**config.mk**
```make
export PLATFORM = sky130hd
export DESIGN_NAME = dbfp_ctrl
export DESIGN_NICKNAME = d
export VERILOG_FILES = /design/src/rtl/dedup_buffer_flush_policy_top_macros.svh /design/src/rtl/dbfp_pkg.sv /design/src/rtl/dbfp_ctrl.sv
export SDC_FILE = /design/constraint.sdc
export NUM_CORES = 1
export LEC_CHECK = 0
export BUFFER_PORTS_ARGS = -buffer_cell sky130_fd_sc_hd__buf_4
export CAP_MARGIN = 5
export CELL_PAD_IN_SITES_DETAIL_PLACEMENT = 1
export CELL_PAD_IN_SITES_GLOBAL_PLACEMENT = 1
export CORE_MARGIN = 4
export CORE_UTILIZATION = 25
export DETAILED_ROUTE_END_ITERATION = 7
export PLACE_DENSITY_LB_ADDON = 0.3
export SETUP_SLACK_MARGIN = 0.2
export SYNTH_ARGS = -nofsm -noshare
export SYNTH_HDL_FRONTEND = slang
export SYNTH_SLANG_ARGS = --single-unit
```
**constraint.sdc**
```tcl
create_clock -name clk -period 1.9 [get_ports clk]
set_input_delay 0.57 -clock clk [delete_from_list [all_inputs] [get_ports clk]]
set_output_delay 0.57 -clock clk [all_outputs]
set_load 0.02 [all_outputs]
```
**src/rtl/dedup_buffer_flush_policy_top_macros.svh**
```systemverilog
// assertion macros for the dedup buffer flush policy block
`ifndef DEDUP_BUFFER_FLUSH_POLICY_TOP_MACROS_SVH
`define DEDUP_BUFFER_FLUSH_POLICY_TOP_MACROS_SVH

// antecedent implies consequent in the same cycle
`define DBFP_ASSERT_SAME(label, clk, rst, ante, cons) \
  label: assert property (@(posedge clk) disable iff (rst) (ante) |-> (cons)) \
    else $error("assertion failed");

// antecedent implies consequent in the next cycle
`define DBFP_ASSERT_NEXT(label, clk, rst, ante, cons) \
  label: assert property (@(posedge clk) disable iff (rst) (ante) |=> (cons)) \
    else $error("assertion failed");

`endif

```
**src/rtl/dbfp_pkg.sv**
```systemverilog
// package with types, codes and constants of the dedup buffer flush policy block
`default_nettype none
package dbfp_pkg;

  localparam int GEN_DEPTH_DEF = 64;
  localparam int CFG_IDX_W = 3;
  localparam int CFG_DATA_W = 48;

  localparam logic [1:0] ACT_INSERT = 2'd0;
  localparam logic [1:0] ACT_CHECK  = 2'd1;
  localparam logic [1:0] ACT_FLUSH  = 2'd2;
  localparam logic [1:0] ACT_UNUSED = 2'd3;

  localparam logic [CFG_IDX_W-1:0] REG_DEDUP_WINDOW = 3'd0;
  localparam logic [CFG_IDX_W-1:0] REG_MIN_AGE      = 3'd1;
  localparam logic [CFG_IDX_W-1:0] REG_MAX_AGE      = 3'd2;
  localparam logic [CFG_IDX_W-1:0] REG_MIN_ROWS     = 3'd3;
  localparam logic [CFG_IDX_W-1:0] REG_MAX_ROWS     = 3'd4;
  localparam logic [CFG_IDX_W-1:0] REG_MIN_BYTES    = 3'd5;
  localparam logic [CFG_IDX_W-1:0] REG_MAX_BYTES    = 3'd6;

  localparam logic [39:0] ROWS_MAX   = 40'hFF_FFFF_FFFF;
  localparam logic [47:0] BYTES_MAX  = 48'hFFFF_FFFF_FFFF;
  localparam logic [15:0] BLOCKS_MAX = 16'hFFFF;

  typedef struct packed {
    logic [1:0]  action;
    logic [63:0] hash_key;
    logic [23:0] block_rows;
    logic [31:0] block_bytes;
    logic [31:0] now_seconds;
  } item_t;

  typedef struct packed {
    logic        kept;
    logic        duplicate;
    logic        flushed;
    logic [39:0] flush_rows;
    logic [47:0] flush_bytes;
    logic [31:0] flush_age;
  } result_t;

  typedef struct packed {
    logic load;
    logic calc;
    logic test;
    logic scan;
    logic update;
    logic out_load;
  } cmd_t;

  typedef struct packed {
    logic go_scan;
    logic scan_done;
    logic out_free;
  } sts_t;

endpackage
`default_nettype wire

```
**src/rtl/dbfp_ctrl.sv**
```systemverilog
// controller state machine sequencing one item through the datapath
`default_nettype none
module dbfp_ctrl (
  input  wire logic          clk,
  input  wire logic          rst,
  input  wire logic          item_valid,
  output logic               item_ready,
  input  wire dbfp_pkg::sts_t sts,
  output dbfp_pkg::cmd_t     cmd
);

  typedef enum logic [5:0] {
    S_IDLE   = 6'b000001,
    S_CALC   = 6'b000010,
    S_TEST   = 6'b000100,
    S_SCAN   = 6'b001000,
    S_UPDATE = 6'b010000,
    S_DONE   = 6'b100000
  } state_t;

  state_t state, state_next;

  always_ff @(posedge clk) begin
    if (rst) begin
      state <= S_IDLE;
    end else begin
      state <= state_next;
    end
  end

  always_comb begin
    state_next = state;
    cmd = '0;
    item_ready = 1'b0;
    case (state)
      S_IDLE: begin
        item_ready = 1'b1;
        if (item_valid) begin
          cmd.load = 1'b1;
          state_next = S_CALC;
        end
      end
      S_CALC: begin
        cmd.calc = 1'b1;
        state_next = S_TEST;
      end
      S_TEST: begin
        cmd.test = 1'b1;
        state_next = sts.go_scan ? S_SCAN : S_DONE;
      end
      S_SCAN: begin
        cmd.scan = 1'b1;
        if (sts.scan_done) begin
          state_next = S_UPDATE;
        end
      end
      S_UPDATE: begin
        cmd.update = 1'b1;
        state_next = S_DONE;
      end
      S_DONE: begin
        if (sts.out_free) begin
          cmd.out_load = 1'b1;
          state_next = S_IDLE;
        end
      end
      default: begin
        state_next = S_IDLE;
      end
    endcase
  end

endmodule
`default_nettype wire

```
Word level (Yosys, flattened, before mapping)
Cells that the tools add are included.

Bits in registers: 6. Output and inout bits: 7. Logic and storage cells: 25. Input bits: 6.

Muxes and demuxes: 14. Reductions and logical operators: 1. Eq/ne operators: 9.

Operators with widths (count): $pmux W6 S6 (1); $mux W6 (4); $mux W1 (9); $eq A6 B1 Y1 const B (1); $eq A6 B2 Y1 const B (1); $eq A6 B3 Y1 const B (1); $eq A6 B4 Y1 const B (1); $eq A6 B5 Y1 const B (1); $eq A6 B6 Y1 const B (1); $ne A2 B2 Y1 const B (3); $reduce_and A3 Y1 (1).

Longest topological paths before layout
Word-level depth: 3. Gate-level depth with buffers: 5. Gate-level depth less buffers: 5.

Worst setup path before layout
Ideal clock, no wire load.

Path kind: register -> output. Start point: register state[1]. End point: output cmd[5] (netlist name). Setup slack: 0.213 ns. Arrival time: 1.117 ns. Cell stages (with the launch flop): 4. Data required time: 1.330 ns. Buffers on the path: 0. Path through: dfxtp_1 -> nor4_2 -> nand2_1 -> nor2_1.

RTL lines: start: declaration (line dbfp_ctrl.sv:21) `state_t state, state_next;`; start signal: assignment (line dbfp_ctrl.sv:27) `state <= state_next;`; end: declaration (line dbfp_ctrl.sv:9) `output dbfp_pkg::cmd_t cmd`.

==> qor.json <==
{
  "status": {"value": "complete, no violations"},
  "stdcell_count": {"value": 88},
  "critPathCaptureType": {"value": "output pin"},
  "clock_power_share": {"value": 13.7, "unit": "%"},
  "power_frac_comb": {"value": 60.7, "unit": "%"},
  "start_util": {"value": 26.4, "unit": "%"},
  "register_area": {"value": 133, "unit": "sq um"},
  "max-vdd-ir-drop": {"value": 727, "unit": "uV"},
  "chipHeight": {"value": 45.1, "unit": "um"},
  "clk_sink_count": {"value": 6},
  "grt_first_pass_wirelength": {"value": 1780, "unit": "um"},
  "min-delay-path-class": {"value": "in -> reg"},
  "mappedNetlistArea": {"value": 344, "unit": "sq um"},
  "place_area": {"value": 468, "unit": "sq um"},
  "power.net_switching": {"value": 0.354, "unit": "mW"},
  "stdcell_area": {"value": 706, "unit": "sq um"},
  "drt-pass1-iter-count": {"value": 4},
  "cts-root-buf": {"value": "sky130_fd_sc_hd__clkbuf_4"},
  "die-width": {"value": 45.1, "unit": "um"},
  "crit_path_cell_trace": {"value": "nor4_4 > buf_4 > and2_4 > buf_6"},
  "timing.final.crit_period": {"value": 1.89, "unit": "ns"},
  "globalRoute.totalOverflow": {"value": 0},
  "timing.fmax": {"value": 528, "unit": "MHz"},
  "number_of_h_tree_levels": {"value": 1},
  "worst-slew-pin-transition": {"value": 0.343, "unit": "ns"},
  "worstSetupStartpointType": {"value": "flip-flop"},
  "drt_drc_violations_left": {"value": 0},
  "ys_ff_latch": {"value": 6},
  "grt_max_degree": {"value": 6},
  "tritoncts": {"value": "yes"},
  "clock_path_buffers": {"value": 2},
  "vias_per_cell": {"value": 4.95},
  "dr_total_vias": {"value": 436},
  "power.switching_fraction": {"value": 39.7, "unit": "%"},
  "finalSetupViolations": {"value": 0},
  "post_synth_top_area_share": {"value": 34.9, "unit": "%"},
  "fp.dieArea": {"value": 0.00203, "unit": "sq mm"},
  "most_frequent_cells_after_synthesis": {"value": "sky130_fd_sc_hd__inv_1, sky130_fd_sc_hd__dfxtp_1, sky130_fd_sc_hd__nor2_1, sky130_fd_sc_hd__nand3b_1"},
  "num-fill-cells": {"value": 158},
  "ant_nets": {"value": 0},
  "path_delay_family": {"value": "simple AND/OR/NAND/NOR gates"},
  "worstPathMaxFanout": {"value": 3},
  "grt_pass1_vias": {"value": 390},
  "setup.worst_path.class": {"value": "reg -> out"},
  "yosysWarningCount": {"value": 0},
  "cts_inserted_buffers": {"value": 3},
  "power_report.internal_total": {"value": 0.538, "unit": "mW"},
  "leakage_power_of_the_design": {"value": 0.356, "unit": "nW"},
  "post_synth_cell_types": {"value": 18},
  "final_max_slew_viol_count": {"value": 0},
  "worst_clock_skew": {"value": 0.0106, "unit": "ns"},
  "drive_above_1_share": {"value": 67.1, "unit": "%"},
  "placeableCoreArea": {"value": 0.00130, "unit": "sq mm"},
  "period_share": {"value": 99.7, "unit": "%"},
  "nNetsFinal": {"value": 81},
  "synth_sequential_area_ratio": {"value": 34.9, "unit": "%"},
  "data_required_time_of_the_critical_path": {"value": 1.33, "unit": "ns"},
  "routabilityCongestion": {"value": 0.727},
  "yosysMostFrequentCell": {"value": "sky130_fd_sc_hd__inv_1"},
  "io_buffers": {"value": 12},
  "areaGrowthSynthToFinish": {"value": 105, "unit": "%"},
  "synth_top_flop_cell": {"value": "sky130_fd_sc_hd__dfxtp_1"},
  "route.final.wire_length": {"value": 1370, "unit": "um"},
  "largest_registers_in_the_final_layout": {"value": "state x6"},
  "finalHoldViolations": {"value": 0},
  "totalPowerFinal": {"value": 0.892, "unit": "mW"},
  "n_antenna_cell": {"value": 0},
  "largest_register": {"value": "state"},
  "critPathMaxStageDelay": {"value": 0.36, "unit": "ns"},
  "multi_input_comb_area": {"value": 239, "unit": "sq um"},
  "grtUsageTotal": {"value": 12.6, "unit": "%"},
  "critPathSlowestCell": {"value": "sky130_fd_sc_hd__dfxtp_4"},
  "power_density": {"value": 1260, "unit": "mW/mm^2"},
  "clock_latency_on_the_worst_skew_pair": {"value": 0.25, "unit": "ns"},
  "cap_violations": {"value": 0},
  "netlist_top_cells_area": {"value": "sky130_fd_sc_hd__dfxtp_1, sky130_fd_sc_hd__inv_1, sky130_fd_sc_hd__nor4_2, sky130_fd_sc_hd__nand3b_1, sky130_fd_sc_hd__nor2_1"},
  "placedCellCount": {"value": 69},
  "largest_register_ff_count": {"value": 6},
  "post_drt_wl_per_cell": {"value": 15.6, "unit": "um"},
  "rsz0062_at_grt": {"value": "yes"},
  "synthesis.instances": {"value": 40},
  "number_of_antenna_violations_at_the_first_check_in_global_routing": {"value": 0},
  "finalHoldWorstSlack": {"value": 0.583, "unit": "ns"},
  "postSynthAreaPerCell": {"value": 8.60, "unit": "sq um"},
  "crit_buf_inv": {"value": 2},
  "synth_edf_count": {"value": 0},
  "syn_nets": {"value": 46},
  "floorplan.io_pins": {"value": 13},
  "post-synth-top-area-cell": {"value": "sky130_fd_sc_hd__dfxtp_1"},
  "violation_count_after_the_first_detailed_route_iteration": {"value": 7},
  "floorplan.rows": {"value": 13},
  "worst_slew_margin_rel": {"value": 77.1, "unit": "%"},
  "clkTransAtPathRegs": {"value": 0.05, "unit": "ns"},
  "hpwlAfterDp": {"value": 751, "unit": "um"},
  "power.sequential.fraction": {"value": 25.6, "unit": "%"},
  "worst-endpoint-arrival": {"value": 1.32, "unit": "ns"},
  "postSynth.asyncResetShare": {"value": 0, "unit": "%"}
}
[worst reg2reg max path, cell delays in order, from the launching register on]
cell,delay [ns]
sky130_fd_sc_hd__dfxtp_4,0.36
sky130_fd_sc_hd__buf_4,0.14
sky130_fd_sc_hd__nor4_4,0.15
sky130_fd_sc_hd__nand3b_1,0.13
sky130_fd_sc_hd__buf_4,0.15
sky130_fd_sc_hd__buf_6,0.10
sky130_fd_sc_hd__buf_6,0.10
sky130_fd_sc_hd__buf_6,0.10
sky130_fd_sc_hd__buf_6,0.11
sky130_fd_sc_hd__o221a_1,0.24
[logic make-up after synthesis]
family                 synth area share, %
AO/OA/AOI/OAI                         15.6
buffers and inverters                 7.64
flip-flops                            34.9
AND/OR/NAND/NOR                       41.8
[per-stage QoR]
| step | setup TNS (ns) | utilization [%] | worst slack [ns] |
|---|---|---|---|
| final | 0 | 54.2 | 0.00577 |
| after global routing | -0.206 | 54.2 | -0.0554 |
| after CTS | 0 | 47.7 | 0.0195 |
| after detailed placement | 0 | 36.0 | 0.213 |
| after global placement | 0 | 36.0 | 0.213 |
| after floorplan | 0 | - | 0.213 |
[power by group through the flow]
| stage | sequential [mW] | clock, mW | combinational (mW) |
|---|---|---|---|
| floorplan | 0.194 | 0 | 0.219 |
| detailed placement | 0.206 | 0 | 0.341 |
| global placement | 0.205 | 0 | 0.341 |
| finish | 0.228 | 0.122 | 0.541 |
| global route | 0.236 | 0.138 | 0.585 |
| CTS | 0.224 | 0.120 | 0.435 |
[final cells by class]
class | instances | share of cell area, %
clock buffers | 3 | 3.19
well taps | 15 | 2.66
multi-input cells | 27 | 33.9
repair buffers | 30 | 37.8
inverters | 7 | 3.72
flip-flops and latches | 6 | 18.8
[worst paths after layout]
check / end / depth (start not counted) / slack (ns) / startpoint
worst min register to register: state[2] / 3 / 0.71 / state[1]
worst max-delay path: cmd[1] / 4 / 0.006 / state[5]
worst max register to register: state[5] / 9 / 0.19 / state[4]
worst min-delay path: state[4] / 3 / 0.58 / sts[1]
[per-layer routing]
metal	routed length, um	GRT usage [%]	up-vias
li1	-	-	209
met1	566	15.8	217
met2	761	19.2	10
met3	45	4.78	0
met4	0	5.26	0
met5	0	0	-
[repair_timing]
item / in CTS / in global routing
setup endpoints to repair: 7 / 11
setup buffers: 12 / 4
gates resized for setup: 9 / 20
pin swaps: 8 / 6
hold buffers: 0 / 0
[layout by cell type (no fill, tap or decap), drive strengths merged]
cell type	instances
buf	30
inv	7
nor2	6
dfxtp	6
nand3b	4
o21ai	4
nor4	3
clkbuf	3
nor2b	2
and2	1
nand2	1
a31oi	1
a2bb2oi	1
nor3b	1
o221a	1
nand4	1
nor3	1
Power figures use the tool's default switching activity.
